===== src/rtl/array_list_shift_engine_macros.svh =====
// ---------------------------------------------------------------------------
// Assertion macros for the array list shift engine
// Shared concurrent assertion forms, clocked and reset-qualified.
// ---------------------------------------------------------------------------
`ifndef ARRAY_LIST_SHIFT_ENGINE_MACROS_SVH
`define ARRAY_LIST_SHIFT_ENGINE_MACROS_SVH

// Check that cons holds in the same cycle as ante.
`define ALE_ASSERT_IMPL(label, clk, rst_n, ante, cons) \
  label: assert property (@(posedge clk) disable iff (!rst_n) (ante) |-> (cons)) \
    else $error("ale assertion failed");

// Check that cons holds in the cycle after ante.
`define ALE_ASSERT_NEXT(label, clk, rst_n, ante, cons) \
  label: assert property (@(posedge clk) disable iff (!rst_n) (ante) |=> (cons)) \
    else $error("ale assertion failed");

`endif


===== src/rtl/ale_pkg.sv =====
// ---------------------------------------------------------------------------
// ale_pkg
// Opcodes, status codes, sequencer states and the result struct.
// ---------------------------------------------------------------------------
`default_nettype none

package ale_pkg;

  typedef enum logic [2:0] {
    OP_CLEAR  = 3'd0,
    OP_APPEND = 3'd1,
    OP_FRONT  = 3'd2,
    OP_AT     = 3'd3,
    OP_SORTED = 3'd4,
    OP_REMOVE = 3'd5
  } opcode_e;

  typedef enum logic [2:0] {
    ST_OK        = 3'd0,
    ST_FULL      = 3'd1,
    ST_EMPTY     = 3'd2,
    ST_NOT_FOUND = 3'd3,
    ST_BAD_POS   = 3'd4
  } status_e;

  typedef enum logic [2:0] {
    S_IDLE,
    S_SRCH_RD,
    S_SRCH_CMP,
    S_SHR_RD,
    S_SHR_WR,
    S_SHL_RD,
    S_SHL_WR
  } state_e;

  typedef struct packed {
    logic    done;
    status_e status;
  } res_t;

endpackage

`default_nettype wire


===== src/rtl/ale_ram.sv =====
// ---------------------------------------------------------------------------
// ale_ram
// Generic single-write, single-read RAM with registered read data.
// ---------------------------------------------------------------------------
`default_nettype none

module ale_ram #(
  parameter int WIDTH = 32,
  parameter int DEPTH = 64
) (
  input  wire logic                     clk_i,
  input  wire logic                     we_i,
  input  wire logic [$clog2(DEPTH)-1:0] waddr_i,
  input  wire logic [WIDTH-1:0]         wdata_i,
  input  wire logic                     re_i,
  input  wire logic [$clog2(DEPTH)-1:0] raddr_i,
  output logic      [WIDTH-1:0]         rdata_o
);

  logic [WIDTH-1:0] mem [DEPTH];

  // Write port
  always_ff @(posedge clk_i) begin
    if (we_i) begin
      mem[waddr_i] <= wdata_i;
    end
  end

  // Registered read port
  always_ff @(posedge clk_i) begin
    if (re_i) begin
      rdata_o <= mem[raddr_i];
    end
  end

endmodule

`default_nettype wire


===== src/rtl/ale_ctrl.sv =====
// ---------------------------------------------------------------------------
// ale_ctrl
// Sequencer with one shared index stepper and key comparator that searches
// the store and shifts entries one at a time.
// ---------------------------------------------------------------------------
`default_nettype none

`include "array_list_shift_engine_macros.svh"

module ale_ctrl #(
  parameter int CAPACITY = 64
) (
  input  wire logic                            clk_i,
  input  wire logic                            rst_ni,
  input  wire logic                            start_i,
  input  wire logic [2:0]                      opcode_i,
  input  wire logic signed [31:0]              key_i,
  input  wire logic [6:0]                      position_i,
  output logic                                 busy_o,
  output ale_pkg::res_t                        res_o,
  output logic [$clog2(CAPACITY+1)-1:0]        count_o,
  output logic                                 we_o,
  output logic [$clog2(CAPACITY)-1:0]          waddr_o,
  output logic [31:0]                          wdata_o,
  output logic                                 re_o,
  output logic [$clog2(CAPACITY)-1:0]          raddr_o,
  input  wire logic [31:0]                     rdata_i
);

  import ale_pkg::*;

  localparam int CW = $clog2(CAPACITY + 1);
  localparam int AW = $clog2(CAPACITY);
  localparam int PW = (CW > 7) ? CW : 7;

  state_e            state_q, state_d;
  logic [CW-1:0]     idx_q, idx_d;
  logic [CW-1:0]     tgt_q, tgt_d;
  logic [CW-1:0]     count_q, count_d;
  logic signed [31:0] key_q, key_d;
  logic              rm_q, rm_d;
  logic              done_q, done_d;
  status_e           status_q, status_d;

  logic              dec;
  logic [CW-1:0]     step;
  logic              key_gt;
  logic              key_eq;
  logic              full;

  // Shared index stepper: one adder moves the pointer up or down
  assign dec  = (state_q == S_SHR_RD) || (state_q == S_SHR_WR);
  assign step = idx_q + (dec ? {CW{1'b1}} : CW'(1));

  // Shared key comparator against the entry just read
  assign key_gt = key_q > $signed(rdata_i);
  assign key_eq = key_q == $signed(rdata_i);

  assign full = (count_q == CW'(CAPACITY));

  // State and datapath registers
  always_ff @(posedge clk_i or negedge rst_ni) begin
    if (!rst_ni) begin
      state_q  <= S_IDLE;
      count_q  <= '0;
      done_q   <= 1'b0;
      status_q <= ST_OK;
    end else begin
      state_q  <= state_d;
      count_q  <= count_d;
      done_q   <= done_d;
      status_q <= status_d;
    end
  end

  always_ff @(posedge clk_i) begin
    idx_q <= idx_d;
    tgt_q <= tgt_d;
    key_q <= key_d;
    rm_q  <= rm_d;
  end

  // Next state, store access and result
  always_comb begin
    state_d  = state_q;
    idx_d    = idx_q;
    tgt_d    = tgt_q;
    key_d    = key_q;
    rm_d     = rm_q;
    count_d  = count_q;
    done_d   = 1'b0;
    status_d = status_q;
    re_o     = 1'b0;
    raddr_o  = idx_q[AW-1:0];
    we_o     = 1'b0;
    waddr_o  = idx_q[AW-1:0];
    wdata_o  = rdata_i;

    case (state_q)
      S_IDLE: begin
        if (start_i) begin
          key_d    = key_i;
          status_d = ST_OK;
          case (opcode_e'(opcode_i))
            OP_CLEAR: begin
              count_d = '0;
              done_d  = 1'b1;
            end
            OP_APPEND, OP_FRONT, OP_AT: begin
              if (full) begin
                status_d = ST_FULL;
                done_d   = 1'b1;
              end else if ((opcode_e'(opcode_i) == OP_AT) &&
                           (PW'(position_i) > PW'(count_q))) begin
                status_d = ST_BAD_POS;
                done_d   = 1'b1;
              end else begin
                case (opcode_e'(opcode_i))
                  OP_APPEND: tgt_d = count_q;
                  OP_FRONT:  tgt_d = '0;
                  default:   tgt_d = CW'(position_i);
                endcase
                idx_d   = count_q;
                state_d = S_SHR_RD;
              end
            end
            OP_SORTED: begin
              if (full) begin
                status_d = ST_FULL;
                done_d   = 1'b1;
              end else begin
                idx_d   = '0;
                rm_d    = 1'b0;
                state_d = S_SRCH_RD;
              end
            end
            OP_REMOVE: begin
              if (count_q == '0) begin
                status_d = ST_EMPTY;
                done_d   = 1'b1;
              end else begin
                idx_d   = '0;
                rm_d    = 1'b1;
                state_d = S_SRCH_RD;
              end
            end
            default: begin
              done_d = 1'b1;
            end
          endcase
        end
      end

      // Fetch the next entry, or end the search at the tail
      S_SRCH_RD: begin
        if (idx_q == count_q) begin
          if (rm_q) begin
            status_d = ST_NOT_FOUND;
            done_d   = 1'b1;
            state_d  = S_IDLE;
          end else begin
            tgt_d   = idx_q;
            idx_d   = count_q;
            state_d = S_SHR_RD;
          end
        end else begin
          re_o    = 1'b1;
          state_d = S_SRCH_CMP;
        end
      end

      // Compare the fetched entry against the key
      S_SRCH_CMP: begin
        if (rm_q) begin
          if (key_eq) begin
            state_d = S_SHL_RD;
          end else begin
            idx_d   = step;
            state_d = S_SRCH_RD;
          end
        end else if (key_gt) begin
          idx_d   = step;
          state_d = S_SRCH_RD;
        end else begin
          tgt_d   = idx_q;
          idx_d   = count_q;
          state_d = S_SHR_RD;
        end
      end

      // Shift right down to the target, then drop the key in
      S_SHR_RD: begin
        if (idx_q == tgt_q) begin
          we_o    = 1'b1;
          waddr_o = tgt_q[AW-1:0];
          wdata_o = key_q;
          count_d = count_q + CW'(1);
          done_d  = 1'b1;
          state_d = S_IDLE;
        end else begin
          re_o    = 1'b1;
          raddr_o = step[AW-1:0];
          state_d = S_SHR_WR;
        end
      end

      S_SHR_WR: begin
        we_o    = 1'b1;
        idx_d   = step;
        state_d = S_SHR_RD;
      end

      // Shift left over the removed entry up to the tail
      S_SHL_RD: begin
        if (step == count_q) begin
          count_d = count_q - CW'(1);
          done_d  = 1'b1;
          state_d = S_IDLE;
        end else begin
          re_o    = 1'b1;
          raddr_o = step[AW-1:0];
          state_d = S_SHL_WR;
        end
      end

      S_SHL_WR: begin
        we_o    = 1'b1;
        idx_d   = step;
        state_d = S_SHL_RD;
      end

      default: begin
        state_d = S_IDLE;
      end
    endcase
  end

  assign busy_o       = (state_q != S_IDLE);
  assign res_o.done   = done_q;
  assign res_o.status = status_q;
  assign count_o      = count_q;

  // Count stays within capacity
  `ALE_ASSERT_IMPL(a_count_range, clk_i, rst_ni, 1'b1, count_q <= CW'(CAPACITY))
  // A result always leaves the sequencer ready for the next transaction
  `ALE_ASSERT_IMPL(a_done_idle, clk_i, rst_ni, done_q, state_q == S_IDLE)
  // Count only moves together with a result
  `ALE_ASSERT_NEXT(a_count_done, clk_i, rst_ni, count_d != count_q, done_q)
  // Store writes never land beyond the list tail
  `ALE_ASSERT_IMPL(a_write_tail, clk_i, rst_ni, we_o, CW'(waddr_o) <= count_q)

endmodule

`default_nettype wire


===== src/rtl/array_list_shift_engine.sv =====
// ---------------------------------------------------------------------------
// array_list_shift_engine
// Fixed-capacity ordered list of signed keys with insert and remove.
// ---------------------------------------------------------------------------
// Pulse start_i while busy_o is low to issue a transaction. Exactly one
// result follows, shown for a single cycle with done_o high; it cannot be
// held off, so capture it on that cycle. Clear, rejected requests and
// unused opcodes answer in the cycle after the request. Inserts at a
// position move each entry from the tail down to the position one place
// right, then write the key; append writes the key at the tail. Sorted
// insert and remove scan the store from the head, then shift right to
// insert or left to close the gap. The steps follow from the single-read,
// single-write store with registered read data: each entry compared costs
// a read and a compare step, each entry moved a read and a write step.
// The store needs no clearing pass after reset; the count clears at once.
// ---------------------------------------------------------------------------
`default_nettype none

module array_list_shift_engine #(
  parameter int CAPACITY = 64
) (
  input  wire logic               clk_i,
  input  wire logic               rst_ni,
  input  wire logic               start_i,
  output logic                    busy_o,
  input  wire logic [2:0]         opcode_i,
  input  wire logic signed [31:0] key_i,
  input  wire logic [6:0]         position_i,
  output logic                    done_o,
  output logic [2:0]              status_o,
  output logic [6:0]              entry_count_o,
  output logic                    is_empty_o,
  output logic                    is_full_o
);

  import ale_pkg::*;

  localparam int CW = $clog2(CAPACITY + 1);
  localparam int AW = $clog2(CAPACITY);

  res_t          res;
  logic [CW-1:0] count;
  logic          we;
  logic [AW-1:0] waddr;
  logic [31:0]   wdata;
  logic          re;
  logic [AW-1:0] raddr;
  logic [31:0]   rdata;

  // Sequencer and shared search/shift unit
  ale_ctrl #(
    .CAPACITY (CAPACITY)
  ) u_ctrl (
    .clk_i      (clk_i),
    .rst_ni     (rst_ni),
    .start_i    (start_i),
    .opcode_i   (opcode_i),
    .key_i      (key_i),
    .position_i (position_i),
    .busy_o     (busy_o),
    .res_o      (res),
    .count_o    (count),
    .we_o       (we),
    .waddr_o    (waddr),
    .wdata_o    (wdata),
    .re_o       (re),
    .raddr_o    (raddr),
    .rdata_i    (rdata)
  );

  // Key store
  ale_ram #(
    .WIDTH (32),
    .DEPTH (CAPACITY)
  ) u_store (
    .clk_i   (clk_i),
    .we_i    (we),
    .waddr_i (waddr),
    .wdata_i (wdata),
    .re_i    (re),
    .raddr_i (raddr),
    .rdata_o (rdata)
  );

  // Format the result from the updated count
  assign done_o        = res.done;
  assign status_o      = res.status;
  assign entry_count_o = 7'(count);
  assign is_empty_o    = (count == '0);
  assign is_full_o     = (count == CW'(CAPACITY));

endmodule

`default_nettype wire


===== config.mk =====
export PLATFORM = sky130hd
export DESIGN_NAME = array_list_shift_engine
export DESIGN_NICKNAME = d
export VERILOG_FILES = /design/src/rtl/ale_pkg.sv /design/src/rtl/ale_ram.sv /design/src/rtl/ale_ctrl.sv /design/src/rtl/array_list_shift_engine.sv
export VERILOG_INCLUDE_DIRS = /design/src /design/src/rtl
export SDC_FILE = /design/constraint.sdc
export NUM_CORES = 2
export LEC_CHECK = 0
export BUFFER_PORTS_ARGS = -buffer_cell sky130_fd_sc_hd__buf_2
export CAP_MARGIN = 20
export CORE_UTILIZATION = 45
export CTS_BUF_LIST = sky130_fd_sc_hd__clkbuf_4 sky130_fd_sc_hd__clkbuf_8
export DETAILED_ROUTE_END_ITERATION = 8
export GPL_TIMING_DRIVEN = 0
export PLACE_DENSITY = 0.64
export REMOVE_ABC_BUFFERS = 1
export SKIP_LAST_GASP = 1
export SLEW_MARGIN = 10
export SYNTH_ARGS = -nofsm -noshare
export SYNTH_HDL_FRONTEND = slang
export SYNTH_SLANG_ARGS = --single-unit

===== constraint.sdc =====
create_clock -name clk_i -period 6.3 [get_ports clk_i]
set_input_delay 1.26 -clock clk_i [delete_from_list [all_inputs] [get_ports clk_i]]
set_output_delay 1.26 -clock clk_i [all_outputs]
set_load 0.05 [all_outputs]

==> key figures <==
Layout
  • Storage cell area: 0.06423 mm^2
  • Leading cell type in the layout, fill and taps excluded: edfxtp_1
  • Leading cell types in the layout, fill and taps excluded: edfxtp_1 (2127), nand2_1 (961), mux2i_1 (574)
  • Combined area of the multi-input logic cells: 0.02046 mm^2
  • Fillcell total: 14420
  • NumNets Final: 5966
  • Share of final-layout standard cells stronger than drive strength 1: 17.21%
  • Layout area overhead: 18.38%

STA
  • Fin Clk Skew: 55.80 ps
  • Highest clock frequency the design can meet: 160.4 MHz
  • Post-route minimum period: 6234 ps
  • Final slew viol count: 0
  • Number of hold violations in the final report: 0
  • Final setup violating endpoints: 0
  • Worst Hold Slack: 132.1 ps
  • Worst Max-Slew Pin Slew: 1094 ps
  • Portion of the clock cycle consumed by the worst path in the final layout: 98.95%
  • Worst relative slew slack: 26.90%

Floorplan
  • Total die area: 0.1895 mm^2
  • Count of standard-cell rows: 158
  • Core Box Area: 0.1860 mm^2
  • Die Ht: 435.3 um
  • Effective utilization at floorplan: 45.41%
  • DIE WIDTH: 435.3 um
  • Number of I/O pins: 59

CTS
  • Clock latency at the later pin of the worst-skew pair: 1050 ps
  • Clock sink count: 2141
  • Clock transition time at the flip-flop clock pins of the worst setup and hold paths: 60 ps
  • Clock tree from TritonCTS: built
  • H-tree depth: 5
  • Number of buffers created by CTS: 341
  • Number of buffers between clock root and the deepest sink: 4
  • Root Buffer Master: clkbuf_8
  • Number of buffers inserted by hold repair at cts: 0

Worst setup path
  • Class of the most critical setup path: flop to flop
  • Reg-to-reg critical path startpoint: u_ctrl.state_q[1]$_DFFE_PN0P_
  • Launch point of the critical path: u_ctrl.state_q[1]$_DFFE_PN0P_
  • CP startpoint kind: flop
  • Maximum fanout along the worst path: 49
  • Crit path capture type: flop
  • Arrival time of the worst setup path: 6950 ps
  • Data required time at the worst endpoint: 7010 ps

Synthesis
  • Combined area of all synthesized cells: 0.08448 mm^2
  • Number of flops mapped to enable cells by yosys: 2127
  • Top_reg_cell synth: edfxtp_1
  • Cell count after synthesis: 5500
  • Synth Register Bits: 2141
  • Part of the Yosys area used for sequential elements: 76.02%
  • Number of distinct library cell variants in the gate-level netlist after synthesis: 78
  • Yosys warning count: 0
  • Share of flip-flops with an asynchronous set or reset after synthesis: 0.6539%
  • Average cell area after synthesis: 15.36 um^2

Global routing
  • Wire length of the first global-routing pass: 335700 um
  • Tot GR Track Use: 24.25%
  • Largest net degree at the start of global routing: 69
  • Gr ovfl total: 0
  • Antenna violations before repair: 16
  • Via count of the first global-routing pass: 49230

Drt
  • First-pass DRT Iterations: 6
  • Routed length per placed instance: 27.45 um
  • Number of remaining DRC errors: 0
  • Detailed router's first-iteration violation count: 5898
  • Detailed-route via count: 50960
  • Final WL: 235500 um
  • Number of antenna-violating nets in the routed design: 0
  • Via count normalized by instance count: 5.940

Placed design
  • Final weighted congestion in routability-driven placement: 0.8414
  • Final HPWL DP: 146500 um
  • Count of input and output buffers: 58

Job
  • Max-cap viol count: 0

Status
  • Run status: complete, no violations

Hold path
  • Worst hold-check path type: primary input to async pin
critical path, cell delays in order (launching register included):
cell and delay [ps]:
dfrtp_2 500, nor2b_2 230, a22oi_2 250, inv_2 130
ha_2 410, nor2b_1 190, o21ai_1 80, nand2b_1 110
xnor3_1 220, or4_4 610, o41a_2 600, a21o_1 350
nand2_8 340, buf_16 330, buf_16 290, a32oi_1 100
and3_1 180, a31oi_1 620, nand4b_1 250
registers in the layout (all words and copies together), names as in the netlist, 3 cells and up:
register	count
u_store.rdata_o	32
u_ctrl.count_o	7
u_ctrl.state_q	3
u_ctrl.idx_q	7
u_ctrl.tgt_q	7
u_ctrl.key_q	32
u_store.mem	2048
u_ctrl.status_q	3
layout make-up:
class / instances / share of cell area (%)
sequential: 2141 / 64.23
multi-input combinational: 2982 / 20.46
timing repair buffer: 347 / 5.817
clock buffer: 455 / 5.586
tap: 2480 / 3.103
clock inverter: 102 / 0.5580
inverter: 56 / 0.2102
antenna: 17 / 0.04254
through the flow:
step	setup slack, ps	cell area (um^2)	std cells	util (%)	TNS [ps]
after floorplan	-26370	83190	5177	-	-812830
after global placement	-41860	86580	7715	46.54	-
after detailed placement	-2049	92580	7961	49.77	-51610
after CTS	-67.73	99660	8549	53.57	-206.5
after global routing	-21.79	99990	8576	53.75	-43.71
final	66.45	100000	8580	53.76	0
cell usage after synthesis, types with 15 or more instances:
| cell | count | area share [%] |
|---|---|---|
| a32oi_1 | 63 | 0.65 |
| clkbuf_1 | 228 | 1.0 |
| nor3_1 | 22 | 0.13 |
| o21ai_0 | 64 | 0.38 |
| o22ai_1 | 254 | 1.9 |
| nand2b_1 | 16 | 0.12 |
| inv_1 | 55 | 0.24 |
| edfxtp_1 | 2127 | 76 |
| nand3_1 | 272 | 1.6 |
| o41ai_1 | 33 | 0.34 |
| nor2_1 | 89 | 0.40 |
| a21o_1 | 17 | 0.15 |
| buf_1 | 33 | 0.15 |
| buf_2 | 61 | 0.36 |
| nand2_1 | 964 | 4.3 |
| and3_1 | 36 | 0.27 |
| o21ai_1 | 34 | 0.20 |
| nor2b_1 | 15 | 0.11 |
| a21oi_1 | 30 | 0.18 |
| a31oi_1 | 157 | 1.2 |
| nor4_1 | 40 | 0.30 |
| nand4b_1 | 29 | 0.30 |
| ha_1 | 50 | 0.74 |
| mux2i_1 | 575 | 6.8 |
| nand4_1 | 78 | 0.58 |
| xnor2_1 | 20 | 0.21 |
layer usage:
| metal | track usage (%) | vias to the layer above | share of wire [%] | wire (um) |
|---|---|---|---|---|
| li1 | - | 22120 | - | - |
| met1 | 32.65 | 25700 | 39 | 92920 |
| met2 | 37.87 | 2663 | 46 | 109300 |
| met3 | 4.942 | 473 | 9.6 | 22560 |
| met4 | 11.34 | 0 | 4.6 | 10760 |
| met5 | 0 | - | 0 | 0 |
logic make-up (layout without fill, tap and decap cells):
family | count (synthesis) | in the layout | synth area share (%)
muxes | 583 | 583 | 6.960
and+or+nand+nor | 1578 | 1580 | 8.266
buffers and inverters | 379 | 960 | 1.779
xor gates and xnor gates | 33 | 33 | 0.3673
adders and majority gates | 52 | 52 | 0.7879
AOI/OAI and AO/OA | 734 | 734 | 5.819
DFF | 2141 | 2141 | 76.02
other | 0 | 17 | 0
final timing paths:
| check | slack [ps] | cells past startpoint | to |
|---|---|---|---|
| worst max-delay path | 70 | 18 | u_store.rdata_o[18]$_DFFE_PP_ |
| worst min-delay path | 130 | 1 | u_ctrl.state_q[2]$_DFFE_PN0P_ |
| worst max register to register | 70 | 18 | u_store.rdata_o[18]$_DFFE_PP_ |
| worst min register to register | 510 | 1 | u_ctrl.status_q[1]$_DFFE_PN0P_ |
| max in group asynchronous | 5870 | 1 | u_ctrl.state_q[0]$_DFFE_PN0P_ |
| min in group clk_i | 400 | 1 | u_ctrl.key_q[27]$_DFFE_PP_ |
what timing repair did:
action | CTS | global route
gates resized for setup | 83 | 20
pin swaps | 15 | 9
setup buffers | 22 | 9
cloned | 9 | 4
setup endpoints to repair | 32 | 32
Power is left out: the tool's default activity adds up to more than one toggle a clock period on the data nets, which glitch-free logic cannot reach.
